File: src/msq_pkg.sv
// ----------------------------------------------------------------------------
// msq_pkg
// Types, codes and case tables of the marching squares contour point block.
// ----------------------------------------------------------------------------
package msq_pkg;

  // One grid node: value and position, all signed Q8.8.
  typedef struct packed {
    logic signed [15:0] v;
    logic signed [15:0] x;
    logic signed [15:0] y;
  } node_t;

  // Cell edges.
  typedef enum logic [1:0] {
    EDGE_TOP    = 2'd0,
    EDGE_RIGHT  = 2'd1,
    EDGE_BOTTOM = 2'd2,
    EDGE_LEFT   = 2'd3
  } edge_t;

  // Register indexes of the configuration port.
  localparam logic [1:0] REG_ISOLEVEL    = 2'd0;
  localparam logic [1:0] REG_INTERPOLATE = 2'd1;
  localparam logic [1:0] REG_GRID_SIZE   = 2'd2;

  // Sequencer states.
  typedef enum logic [2:0] {
    ST_IDLE,
    ST_LOAD,
    ST_EDGE,
    ST_DIV,
    ST_MID,
    ST_MUL,
    ST_ADD,
    ST_OUT
  } msq_state_t;

  // Number of crossed edges for a cell code.
  function automatic logic [2:0] edge_cnt(input logic [3:0] code);
    logic [2:0] n;
    case (code)
      4'd0, 4'd15: n = 3'd0;
      4'd5, 4'd10: n = 3'd4;
      default:     n = 3'd2;
    endcase
    return n;
  endfunction

  // Edge emitted at position k for a cell code.
  function automatic edge_t edge_of(input logic [3:0] code, input logic [1:0] k);
    edge_t e;
    e = EDGE_TOP;
    case (code)
      4'd1, 4'd14: e = (k == 2'd0) ? EDGE_LEFT : EDGE_BOTTOM;
      4'd2, 4'd13: e = (k == 2'd0) ? EDGE_RIGHT : EDGE_BOTTOM;
      4'd3, 4'd12: e = (k == 2'd0) ? EDGE_LEFT : EDGE_RIGHT;
      4'd4, 4'd11: e = (k == 2'd0) ? EDGE_TOP : EDGE_RIGHT;
      4'd6, 4'd9:  e = (k == 2'd0) ? EDGE_TOP : EDGE_BOTTOM;
      4'd7:        e = (k == 2'd0) ? EDGE_LEFT : EDGE_TOP;
      4'd8:        e = (k == 2'd0) ? EDGE_TOP : EDGE_LEFT;
      4'd5: begin
        case (k)
          2'd0:    e = EDGE_LEFT;
          2'd1:    e = EDGE_TOP;
          2'd2:    e = EDGE_BOTTOM;
          default: e = EDGE_RIGHT;
        endcase
      end
      4'd10: begin
        case (k)
          2'd0:    e = EDGE_LEFT;
          2'd1:    e = EDGE_BOTTOM;
          2'd2:    e = EDGE_TOP;
          default: e = EDGE_RIGHT;
        endcase
      end
      default: e = EDGE_TOP;
    endcase
    return e;
  endfunction

endpackage

File: src/msq_div.sv
// ----------------------------------------------------------------------------
// msq_div
// Restoring divider giving the Q0.16 fraction num/den, one bit per cycle.
// ----------------------------------------------------------------------------
module msq_div
  import msq_pkg::*;
(
  input  logic        clk,
  input  logic        rst_n,
  input  logic        start,
  input  logic [15:0] num,
  input  logic [15:0] den,
  output logic        done,
  output logic [15:0] quot
);

  logic        busy_r, busy_nxt;
  logic        done_r, done_nxt;
  logic [4:0]  cnt_r, cnt_nxt;
  logic [16:0] rem_r, rem_nxt;
  logic [15:0] den_r, den_nxt;
  logic [15:0] q_r, q_nxt;
  logic [16:0] rem_sh;

  // One quotient bit per cycle; the remainder stays below the divisor.
  always_comb begin
    busy_nxt = busy_r;
    done_nxt = 1'b0;
    cnt_nxt  = cnt_r;
    rem_nxt  = rem_r;
    den_nxt  = den_r;
    q_nxt    = q_r;
    rem_sh   = {rem_r[15:0], 1'b0};
    if (start) begin
      busy_nxt = 1'b1;
      cnt_nxt  = 5'd0;
      rem_nxt  = {1'b0, num};
      den_nxt  = den;
      q_nxt    = 16'd0;
    end else if (busy_r) begin
      if (rem_sh >= {1'b0, den_r}) begin
        rem_nxt = rem_sh - {1'b0, den_r};
        q_nxt   = {q_r[14:0], 1'b1};
      end else begin
        rem_nxt = rem_sh;
        q_nxt   = {q_r[14:0], 1'b0};
      end
      cnt_nxt = cnt_r + 5'd1;
      if (cnt_r == 5'd15) begin
        busy_nxt = 1'b0;
        done_nxt = 1'b1;
      end
    end
  end

  always_ff @(posedge clk) begin
    if (!rst_n) begin
      busy_r <= 1'b0;
      done_r <= 1'b0;
      cnt_r  <= 5'd0;
    end else begin
      busy_r <= busy_nxt;
      done_r <= done_nxt;
      cnt_r  <= cnt_nxt;
    end
    rem_r <= rem_nxt;
    den_r <= den_nxt;
    q_r   <= q_nxt;
  end

  assign done = done_r;
  assign quot = q_r;

endmodule

File: config.mk
export PLATFORM = sky130hd
export DESIGN_NAME = msq_div
export DESIGN_NICKNAME = d
export VERILOG_FILES = /design/src/msq_pkg.sv /design/src/msq_div.sv
export SDC_FILE = /design/constraint.sdc
export NUM_CORES = 1
export LEC_CHECK = 0
export ABC_AREA = 1
export BUFFER_PORTS_ARGS = -buffer_cell sky130_fd_sc_hd__buf_2
export CORE_MARGIN = 2
export CORE_UTILIZATION = 52
export CTS_CLUSTER_DIAMETER = 30
export DETAILED_ROUTE_END_ITERATION = 12
export PLACE_DENSITY = 0.87
export RECOVER_POWER = 100
export SLEW_MARGIN = 20
export SYNTH_ARGS = -nofsm -noshare
export SYNTH_HDL_FRONTEND = slang
export SYNTH_SLANG_ARGS = --single-unit
File: constraint.sdc
create_clock -name clk -period 1.73 [get_ports clk]
set_input_delay 0.173 -clock clk [delete_from_list [all_inputs] [get_ports clk]]
set_output_delay 0.173 -clock clk [all_outputs]
set_load 0.1 [all_outputs]
==> results of run 1 <==
## flip-flops by register name, indices dropped and copies added, names as in the netlist
register and flops:
quot 16, busy_r 1, den_r 16, rem_r 16
done 1, cnt_r 5
## Yosys cell counts, types with 5 or more instances
cell	instances
xnor2_1	5
nor2_1	17
inv_1	79
nand4_1	7
nand2_1	126
nand3_2	13
nand3_1	25
nand3b_1	11
inv_2	5
edfxtp_1	32
nand2_2	12
a21oi_1	9
dfxtp_1	23
ha_1	18
o22ai_1	14
nand2_4	9
## worst max-delay path, stage by stage, from the launching register on
cell,delay [ps]
edfxtp_1,480
ha_4,330
nand2_2,120
nor2_4,140
nand3_2,90
nor2_4,190
nor2_8,80
buf_6,130
nand2_8,140
nand2_4,70
nand3_2,80
nand2_2,50
## cell type report
type | instances | area (um^2) | area share, %
tap | 80 | 100.1 | 2.038
multi-input combinational | 294 | 2165 | 44.08
timing repair buffer | 114 | 810.8 | 16.51
clock buffer | 5 | 68.82 | 1.401
clock inverter | 3 | 26.28 | 0.5350
sequential | 55 | 1421 | 28.94
inverter | 85 | 319.1 | 6.497
## worst paths after layout
| check | startpoint | endpoint | slack (ps) |
|---|---|---|---|
| min | den[11] | den_r[11] | 20 |
| max reg2reg | rem_r[14] | rem_r[3] | -430 |
| max | rem_r[14] | rem_r[3] | -430 |
| min reg2reg | quot[15] | quot[15] | 500 |
## report_power, final
| group | total (mW) | switching [mW] | internal [mW] |
|---|---|---|---|
| Combinational | 3.04 | 1.68 | 1.36 |
| Clock | 0.783 | 0.480 | 0.303 |
| Sequential | 1.65 | 0.108 | 1.54 |
## per-layer routing
layer	GRT usage, %	part of all wire, %	vias up
li1	-	-	1636
met1	32.67	38	1672
met2	47.20	49	230
met3	4.000	7.2	72
met4	13.07	5.7	0
met5	0	0	-
## cells by family (layout without fill, tap and decap cells)
family                   after synthesis  after routing
AND/OR/NAND/NOR                      236            239
buffers and inverters                 95            207
flip-flops                            55             55
AO/OA/AOI/OAI                         28             28
adder cells (fa/ha/maj)               19             19
XOR/XNOR                               8              8
## through the flow
stage                     std cells  worst slack, ps  power [mW]
after floorplan                 441           -151.3       3.239
after global placement          603           -319.8       3.841
after detailed placement        603           -338.0       3.907
after CTS                       628           -296.9       5.035
after global routing            636           -457.3       5.686
final                           636           -433.0       5.474
## repair_timing
action                                  in CTS  in global routing
hold buffers                                 0                  0
gates resized for setup                     26                 40
setup buffers                               13                  8
pin swaps                                   28                 30
gates cloned                                 4                  0
endpoints found under the setup margin      17                 17
==> metrics.yaml, run 1 <==
status: "finished, violations left"
violations: "negative setup slack"
core_area_mm2: 0.006681
fin_util_pct: 73.50
setup_ws_ps: -433.0
die_h_um: 86.55
hold_class: "in2reg"
peakVddDrop_mv: 0.8087
clk_pin_slew_ps: 120
synth_fp_nets: 495
synth_top_family_by_area: "simple AND/OR/NAND/NOR gates"
cts_tree: "done"
cts.sinks: 55
clock_latency_ps: 320
drt-total-wl_um: 10870
critPathCaptureType: "flop"
crit_type: "reg2reg"
via_per_inst: 5.676
holdWs_ps: 15.29
ys.warnings.count: 0
p_leak_nw: 2.325
die-area_mm2: 0.007491
rsz0062_at_grt: "true"
synth_flop_cell: "edfxtp_1"
initial_core_util_pct: 53.03
final_common_cell: "nand2_1"
grt_max_degree: 21
slew_viol_final: 0
synth_compound_area_share_pct: 4.767
worstPathArrival_ps: 2250
wl_per_cell_um: 17.08
setup_viol: 17
power_density_mw_per_mm2: 1115
synthCells: 441
synth-seq-cells: 55
port_buffers: 51
num_vias: 3610
grt_usage_pct: 27.08
yosysTopAreaCellShare_pct: 27.12
overflow: 0
remaining_drc_errors: 0
synth_edf_count: 32
rows: 30
diodes: 0
finalCritPeriodShare_pct: 125.0
startpoint_type: "flop"
finalSetupTns_ps: -6223
crit_required_ps: 1820
first_global_vias: 3441
maxCapViolCount: 0
htreeDepth: 2
synth_cell_types: 38
ant_nets: 0
clock_skew_ps: 12.16
grt_pass1_wl_um: 15900
firstDrtPassIters: 5
cts-root-buf: "clkbuf_8"
holdPathStages: 1
synth-simple-area-share_pct: 35.17
reg2regPathDepth: 11
dp_hpwl_um: 6884
yosysSeqAreaShare_pct: 40.11
yosysTopAreaCell: "edfxtp_1"
syn_area_per_cell_um2: 8.035
synth_xor_xnor_area_share_pct: 1.977
async_flop_share_pct: 0
drt_first_iter_violations: 420
hold_viol_final: 0
cp_max_fo: 8
drive_above_1_share_pct: 42.27
syn-cell-area_mm2: 0.003543
place.gp.congestion: 0.9053
synth_mux_area_share_pct: 0
num-nets-final: 609
die_w_um: 86.55
fin_crit_ps: 2163
clk_path_buf_depth: 2
area_delta_synth_final_pct: 38.59
post_dp_cell_area_mm2: 0.004325
nFillCells: 437
fmax_ghz: 0.4623
antenna_found_initial: 0
final_cell_mix: "nand2_1 (104), inv_1 (69), buf_4 (49)"
fin_area_mm2: 0.004911
worst_pin_slew_ps: 552.8
cts_buffers: 5
synth_area_leaders: "edfxtp_1 (27%), nand2_1 (13%), dfxtp_1 (13%)"
relSlewSlack_pct: 63.30
num_io_pins: 52
synthAdderAreaFrac_pct: 6.921
Power figures use the tool's default switching activity.
==> inputs of run 2 (changes only) <==
--- a/config.mk
+++ b/config.mk
@@ -13,6 +13,7 @@
 export DETAILED_ROUTE_END_ITERATION = 12
 export PLACE_DENSITY = 0.87
 export RECOVER_POWER = 100
+export SKIP_CTS_REPAIR_TIMING = 1
 export SLEW_MARGIN = 20
 export SYNTH_ARGS = -nofsm -noshare
 export SYNTH_HDL_FRONTEND = slang
==> run 2 against run 1 <==
  * Sequential power about the same
  * Non-clock buffer count up 1
  * Global-route usage down 2.9 points
  * Wire length down 2.7%
  * The run still ends with negative setup slack left
  * Clock-buffer cell count unchanged
  * Cell count unchanged
==> metrics.yaml, run 2 (synthesized netlist as in run 1, its figures left out) <==
area_delta_synth_final_pct: 37.57
cp_max_fo: 7  # -1
slew_viol_final: 0  # unchanged
num_vias: 3520  # -2.5%
fmax_ghz: 0.4601  # -0.49%
clk_path_buf_depth: 2  # unchanged
final_common_cell: "nand2_1"
violations: "negative setup slack"
grt_pass1_wl_um: 14420  # -9.3%
min_to: "den_r[4]"
remaining_drc_errors: 0  # unchanged
startpoint_type: "flop"
cts-root-buf: "clkbuf_8"
cts_tree: "done"
port_buffers: 51  # unchanged
hold_class: "in2reg"
die_w_um: 86.55  # unchanged
place.gp.congestion: 0.9053  # unchanged
relSlewSlack_pct: 29.16  # -34 points
via_per_inst: 5.535  # -2.5%
final_cell_mix: "nand2_1 (106), inv_1 (70), buf_4 (51)"
hold_viol_final: 0  # unchanged
overflow: 0  # unchanged
peakVddDrop_mv: 0.8002  # -1.1%
status: "finished, violations left"
drt_first_iter_violations: 260  # -38%
clock_latency_ps: 320  # about the same
finalCritPeriodShare_pct: 125.6  # +0.61 points
maxCapViolCount: 0  # unchanged
dp_hpwl_um: 6884  # unchanged
power_density_mw_per_mm2: 1106  # -0.75%
cts_buffers: 5  # unchanged
initial_core_util_pct: 53.03  # unchanged
die-area_mm2: 0.007491  # unchanged
fin_crit_ps: 2174  # +10.63 ps
crit_type: "reg2reg"
grt_usage_pct: 24.15  # -2.9 points
diodes: 0  # unchanged
htreeDepth: 2  # unchanged
firstDrtPassIters: 5  # unchanged
r2r-start: "rem_r[1]"
reg2regPathDepth: 12  # +1
drive_above_1_share_pct: 40.83  # -1.4 points
num-nets-final: 609  # unchanged
r2r_slack_ps: -440  # about the same
worstPathArrival_ps: 2260  # about the same
setup_ws_ps: -443.7  # -10.63 ps
first_global_vias: 3236  # -6.0%
setup_viol: 17  # unchanged
fin_util_pct: 72.96  # -0.54 points
rows: 30  # unchanged
holdPathStages: 1  # unchanged
num_io_pins: 52  # unchanged
cts.sinks: 55  # unchanged
clk_pin_slew_ps: 110  # about the same
worstHoldStart: "den[4]"
wl_per_cell_um: 16.62  # -2.7%
clock_skew_ps: 5.785  # -6.376 ps
worst_pin_slew_ps: 1063  # +509.9 ps
antenna_found_initial: 0  # unchanged
critPathCaptureType: "flop"
die_h_um: 86.55  # unchanged
p_leak_nw: 2.333  # +0.38%
place_ws_ps: -338.0  # unchanged
core_area_mm2: 0.006681  # unchanged
ant_nets: 0  # unchanged
drt-total-wl_um: 10570  # -2.7%
crit_required_ps: 1820  # about the same
grt_max_degree: 21  # unchanged
rsz0062_at_grt: "true"
rr_endpoint: "rem_r[5]"
## run 2: cell types whose count changed in the layout (fill, tap and decap cells not counted), sizes merged
cell,delta
clkbuf,+1
nand2,-1
## run 2: routing by layer
layer	vias to the layer above	routed length [um]	global-route usage (%)
met1	1660	4089	30.30
met5	-	0	0
met4	0	484	8.665
met3	47	710	3.143
li1	1631	-	-
met2	182	5284	42.52
## run 2: power by group
group,total (mW),internal (mW),leakage (nW),switching (mW)
registers,1.65,1.54,0.506,0.105
clock network,0.774,0.303,0.0510,0.471
logic,2.97,1.38,1.78,1.59
total,5.39,3.23,2.33,2.17
## run 2: critical path, cell delays in order (launching register included)
cell,delay [ps]
edfxtp_1,470
ha_4,340
nand2_1,90
inv_1,140
nand2_1,110
nor2_4,180
nor2_8,80
buf_12,130
nand2_8,110
buf_12,130
nand2_4,40
nand3_2,70
nand2_2,50
## run 2: how the worst max path moves through the flow
stage	startpoint	to	slack, ps
2_1_floorplan	rem_r[0]	rem_r[6]	-150
3_3_place_gp	rem_r[4]	rem_r[15]	-320
3_5_place_dp	rem_r[4]	rem_r[8]	-340
4_1_cts	rem_r[4]	rem_r[13]	-360
5_1_grt	rem_r[0]	rem_r[6]	-470
6_report	rem_r[1]	rem_r[5]	-440
## run 2: layout make-up
class                           instances  area (um^2)
Tap cell                               80        100.1
Clock inverter                          3        26.28
Timing Repair Buffer                  115        838.3
Sequential cell                        55         1421
Multi-Input combinational cell        293         2101
Fill cell                             456         1807
Clock buffer                            5        68.82
Inverter                               85        319.1
## run 2: metrics by stage
| step | cells | setup TNS, ps | cell area (um^2) | power [mW] | hold slack, ps |
|---|---|---|---|---|---|
| 3_3_place_gp | 603 | -4549 | 4325 | 3.841 | 349.1 |
| 4_1_cts | 611 | -5279 | 4420 | 4.676 | 20.56 |
| 3_5_place_dp | 603 | -4946 | 4325 | 3.907 | 351.3 |
| 5_1_grt | 636 | -7067 | 4875 | 5.643 | 16.03 |
| 6_report | 636 | -6365 | 4875 | 5.393 | 20.20 |
| 2_1_floorplan | 441 | -1451 | 3710 | 3.239 | 271.9 |
==> inputs of run 3 (changes only) <==
--- a/config.mk
+++ b/config.mk
@@ -5,13 +5,12 @@
 export SDC_FILE = /design/constraint.sdc
 export NUM_CORES = 1
 export LEC_CHECK = 0
-export ABC_AREA = 1
 export BUFFER_PORTS_ARGS = -buffer_cell sky130_fd_sc_hd__buf_2
 export CORE_MARGIN = 2
-export CORE_UTILIZATION = 52
+export CORE_UTILIZATION = 51
 export CTS_CLUSTER_DIAMETER = 30
 export DETAILED_ROUTE_END_ITERATION = 12
-export PLACE_DENSITY = 0.87
+export PLACE_DENSITY = 0.86
 export RECOVER_POWER = 100
 export SKIP_CTS_REPAIR_TIMING = 1
 export SLEW_MARGIN = 20
==> run 3 against run 2 <==
  * The flow still finishes with violations (negative setup slack)
  * Design area is 12% lower
  * Die area fell by 10%
  * Maximum frequency fell by 7.0%
  * Largest power group unchanged
  * Utilization is 0.13 points lower
  * Combinational power is 2% higher
  * Flip-flop and latch count unchanged
  * Via count decreased by 24%
  * Critical endpoint is now rem_r[8]
  * First-iteration DRC count shrank 46%
  * Sequential power grew 5%
  * Cell count shrank 26%
==> metrics.yaml, run 3 <==
fmax_ghz: 0.4278  # -7.0%
die-area_mm2: 0.006708  # -10%
sw_frac_of_total_pct: 37.53  # -2.7 points
worstPathArrival_ps: 2420  # +160 ps
syn_area_per_cell_um2: 10.42  # +30%
yosysSeqAreaShare_pct: 45.92  # +5.8 points
synth-seq-cells: 55  # unchanged
antenna_found_initial: 0  # unchanged
power_density_mw_per_mm2: 1310  # +18%
yosysTopAreaCell: "edfxtp_1"
synth_top_family_by_area: "compound AO/OA/AOI/OAI gates"
remaining_drc_errors: 0  # unchanged
clk_path_buf_depth: 2  # unchanged
port_buffers: 51  # unchanged
status: "finished, violations left"
firstDrtPassIters: 4  # -1
finalPower_mw: 5.617  # +4.1%
maxCapViolCount: 0  # unchanged
clock_latency_ps: 320  # about the same
rsz0062_at_grt: "true"
drt_first_iter_violations: 141  # -46%
synthAdderAreaFrac_pct: 7.922  # +1.0 points
final_cell_mix: "nor2_1 (41), buf_4 (41), buf_2 (34)"
grt_pass1_wl_um: 11040  # -23%
cell_internal_pwr_mw: 3.509  # +8.8%
synth_mux_area_share_pct: 5.861  # +5.9 points
synth_compound_area_share_pct: 16.41  # +12 points
synthTopCellsByCount: "nor2_1 (43), edfxtp_1 (32), dfxtp_1 (23)"
finalSetupTns_ps: -8255  # -1890 ps
hold_viol_final: 0  # unchanged
crit_required_ps: 1810  # about the same
relSlewSlack_pct: 46.36  # +17 points
synth_edf_count: 32  # unchanged
die_w_um: 81.91  # -5.4%
setup_ws_ps: -607.8  # -164.1 ps
grt_usage_pct: 21.41  # -2.7 points
cp_max_fo: 5  # -2
clock_skew_ps: 7.027  # +1.242 ps
fin_util_pct: 72.83  # -0.13 points
post_dp_cell_area_mm2: 0.003899  # -9.9%
pwr-share-seq_pct: 30.9  # +0.3 points
fin_crit_ps: 2338  # +164.1 ps
overflow: 0  # unchanged
num_vias: 2674  # -24%
synthCells: 297  # -33%
yosysTopAreaCellShare_pct: 31.04  # +3.9 points
synth-simple-area-share_pct: 15.00  # -20 points
syn-cell-area_mm2: 0.003095  # -13%
setup_viol: 17  # unchanged
worst_pin_slew_ps: 804.6  # -258.1 ps
place.gp.congestion: 0.9225  # +1.9%
area_delta_synth_final_pct: 38.48
synth_xor_xnor_area_share_pct: 4.527  # +2.5 points
dp_hpwl_um: 5304  # -23%
crit_type: "reg2reg"
diodes: 0  # unchanged
initial_core_util_pct: 52.59  # -0.44 points
num-nets-final: 449  # -26%
die_h_um: 81.91  # -5.4%
clk_pin_slew_ps: 110  # about the same
ant_nets: 0  # unchanged
violations: "negative setup slack"
hold_class: "in2reg"
num_io_pins: 52  # unchanged
cts_buffers: 5  # unchanged
cts-root-buf: "clkbuf_8"
startpoint_type: "flop"
p_leak_nw: 1.814  # -22%
htreeDepth: 2  # unchanged
synth_flop_cell: "edfxtp_1"
p_sw_mw: 2.108  # -2.7%
critPathCaptureType: "flop"
first_global_vias: 2493  # -23%
place_ws_ps: -545.8  # -207.8 ps
clkPwrFrac_pct: 15.1  # +0.8 points
ys.warnings.count: 0  # unchanged
synth_fp_nets: 351  # -29%
synth.most_common_cell: "nor2_1"
drive_above_1_share_pct: 41.16  # +0.33 points
slew_viol_final: 0  # unchanged
synth_area_leaders: "edfxtp_1 (31%), dfxtp_1 (15%), ha_1 (7.3%)"
cts.sinks: 55  # unchanged
via_per_inst: 5.677  # +2.6%
peakVddDrop_mv: 0.6884  # -14%
finalCritPeriodShare_pct: 135.1  # +9.5 points
pwr-share-comb_pct: 54.0  # -1.1 points
cts_tree: "done"
rows: 28  # -6.7%
grt_max_degree: 26  # +24%
drt-total-wl_um: 8160  # -23%
synth_cell_types: 47  # +24%
wl_per_cell_um: 17.32  # +4.3%
async_flop_share_pct: 0  # unchanged
core_area_mm2: 0.005886  # -12%
fin_area_mm2: 0.004287  # -12%
## run 3: cell count changes after synthesis, moves of 9 or more
cell / previous run / this run
nand3b_1: 11 / 0
nand3_2: 13 / 1
o22ai_1: 14 / 0
inv_1: 79 / 20
nand3_1: 25 / 1
nand2_1: 126 / 12
nand2_4: 9 / 0
a221o_1: 0 / 10
nand2_2: 12 / 1
mux2i_1: 0 / 17
nor2_1: 17 / 43
## run 3: metal layers
layer  vias up  GRT usage, %  share of wire (%)
met2        88         38.29                 51
met3        20         4.505                5.1
met5         -             0                  0
met4         0         6.833                3.0
met1      1299         25.54                 41
li1       1267             -                  -
## run 3: cell families (layout without fill, tap and decap cells)
group           count (synthesis)  after routing
xor+xnor                       16             16
buf+inv                        32            131
fa+ha+maj                      19             19
flops                          55             55
mux                            18             18
compound gates                 65             65
simple gates                   92             92
## run 3: stage by stage
step	hold WS [ps]	std cells
after global routing	16.78	471
after global placement	348.8	458
final	17.95	471
after floorplan	271.9	297
after CTS	14.28	466
after detailed placement	351.5	458
## run 3: worst paths after layout
check / start / end / slack (ps) / depth (start not counted)
worst max-delay path: rem_r[2] / rem_r[8] / -610 / 8
worst min-delay path: den[3] / den_r[3] / 20 / 1
worst max register to register: rem_r[2] / rem_r[8] / -610 / 8
worst min register to register: cnt_r[4] / cnt_r[4] / 500 / 2
## run 3: worst max-delay path, cell delays in order (launching register included)
cell and delay [ps]:
edfxtp_1 470, ha_4 300, o211ai_4 190, a21oi_4 60, buf_4 160, o41ai_4 340, xor2_1 180, nor2_1 70
a221o_1 330
## run 3: layout make-up
class,instances,area [um^2]
Sequential cell,55,1421
Fill cell,413,1599
Inverter,20,75.07
Multi-Input combinational cell,210,1924
Timing Repair Buffer,103,660.6
Clock buffer,6,93.84
Clock inverter,2,17.52
Tap cell,75,93.84
## run 3: power by group through the flow
stage	clock, mW	combinational (mW)	sequential, mW
final	0.849	3.03	1.73
after global routing	0.909	3.23	1.75
after CTS	0.854	2.47	1.71
after detailed placement	0	2.45	1.74
after global placement	0	2.36	1.74
after floorplan	0	1.62	1.75
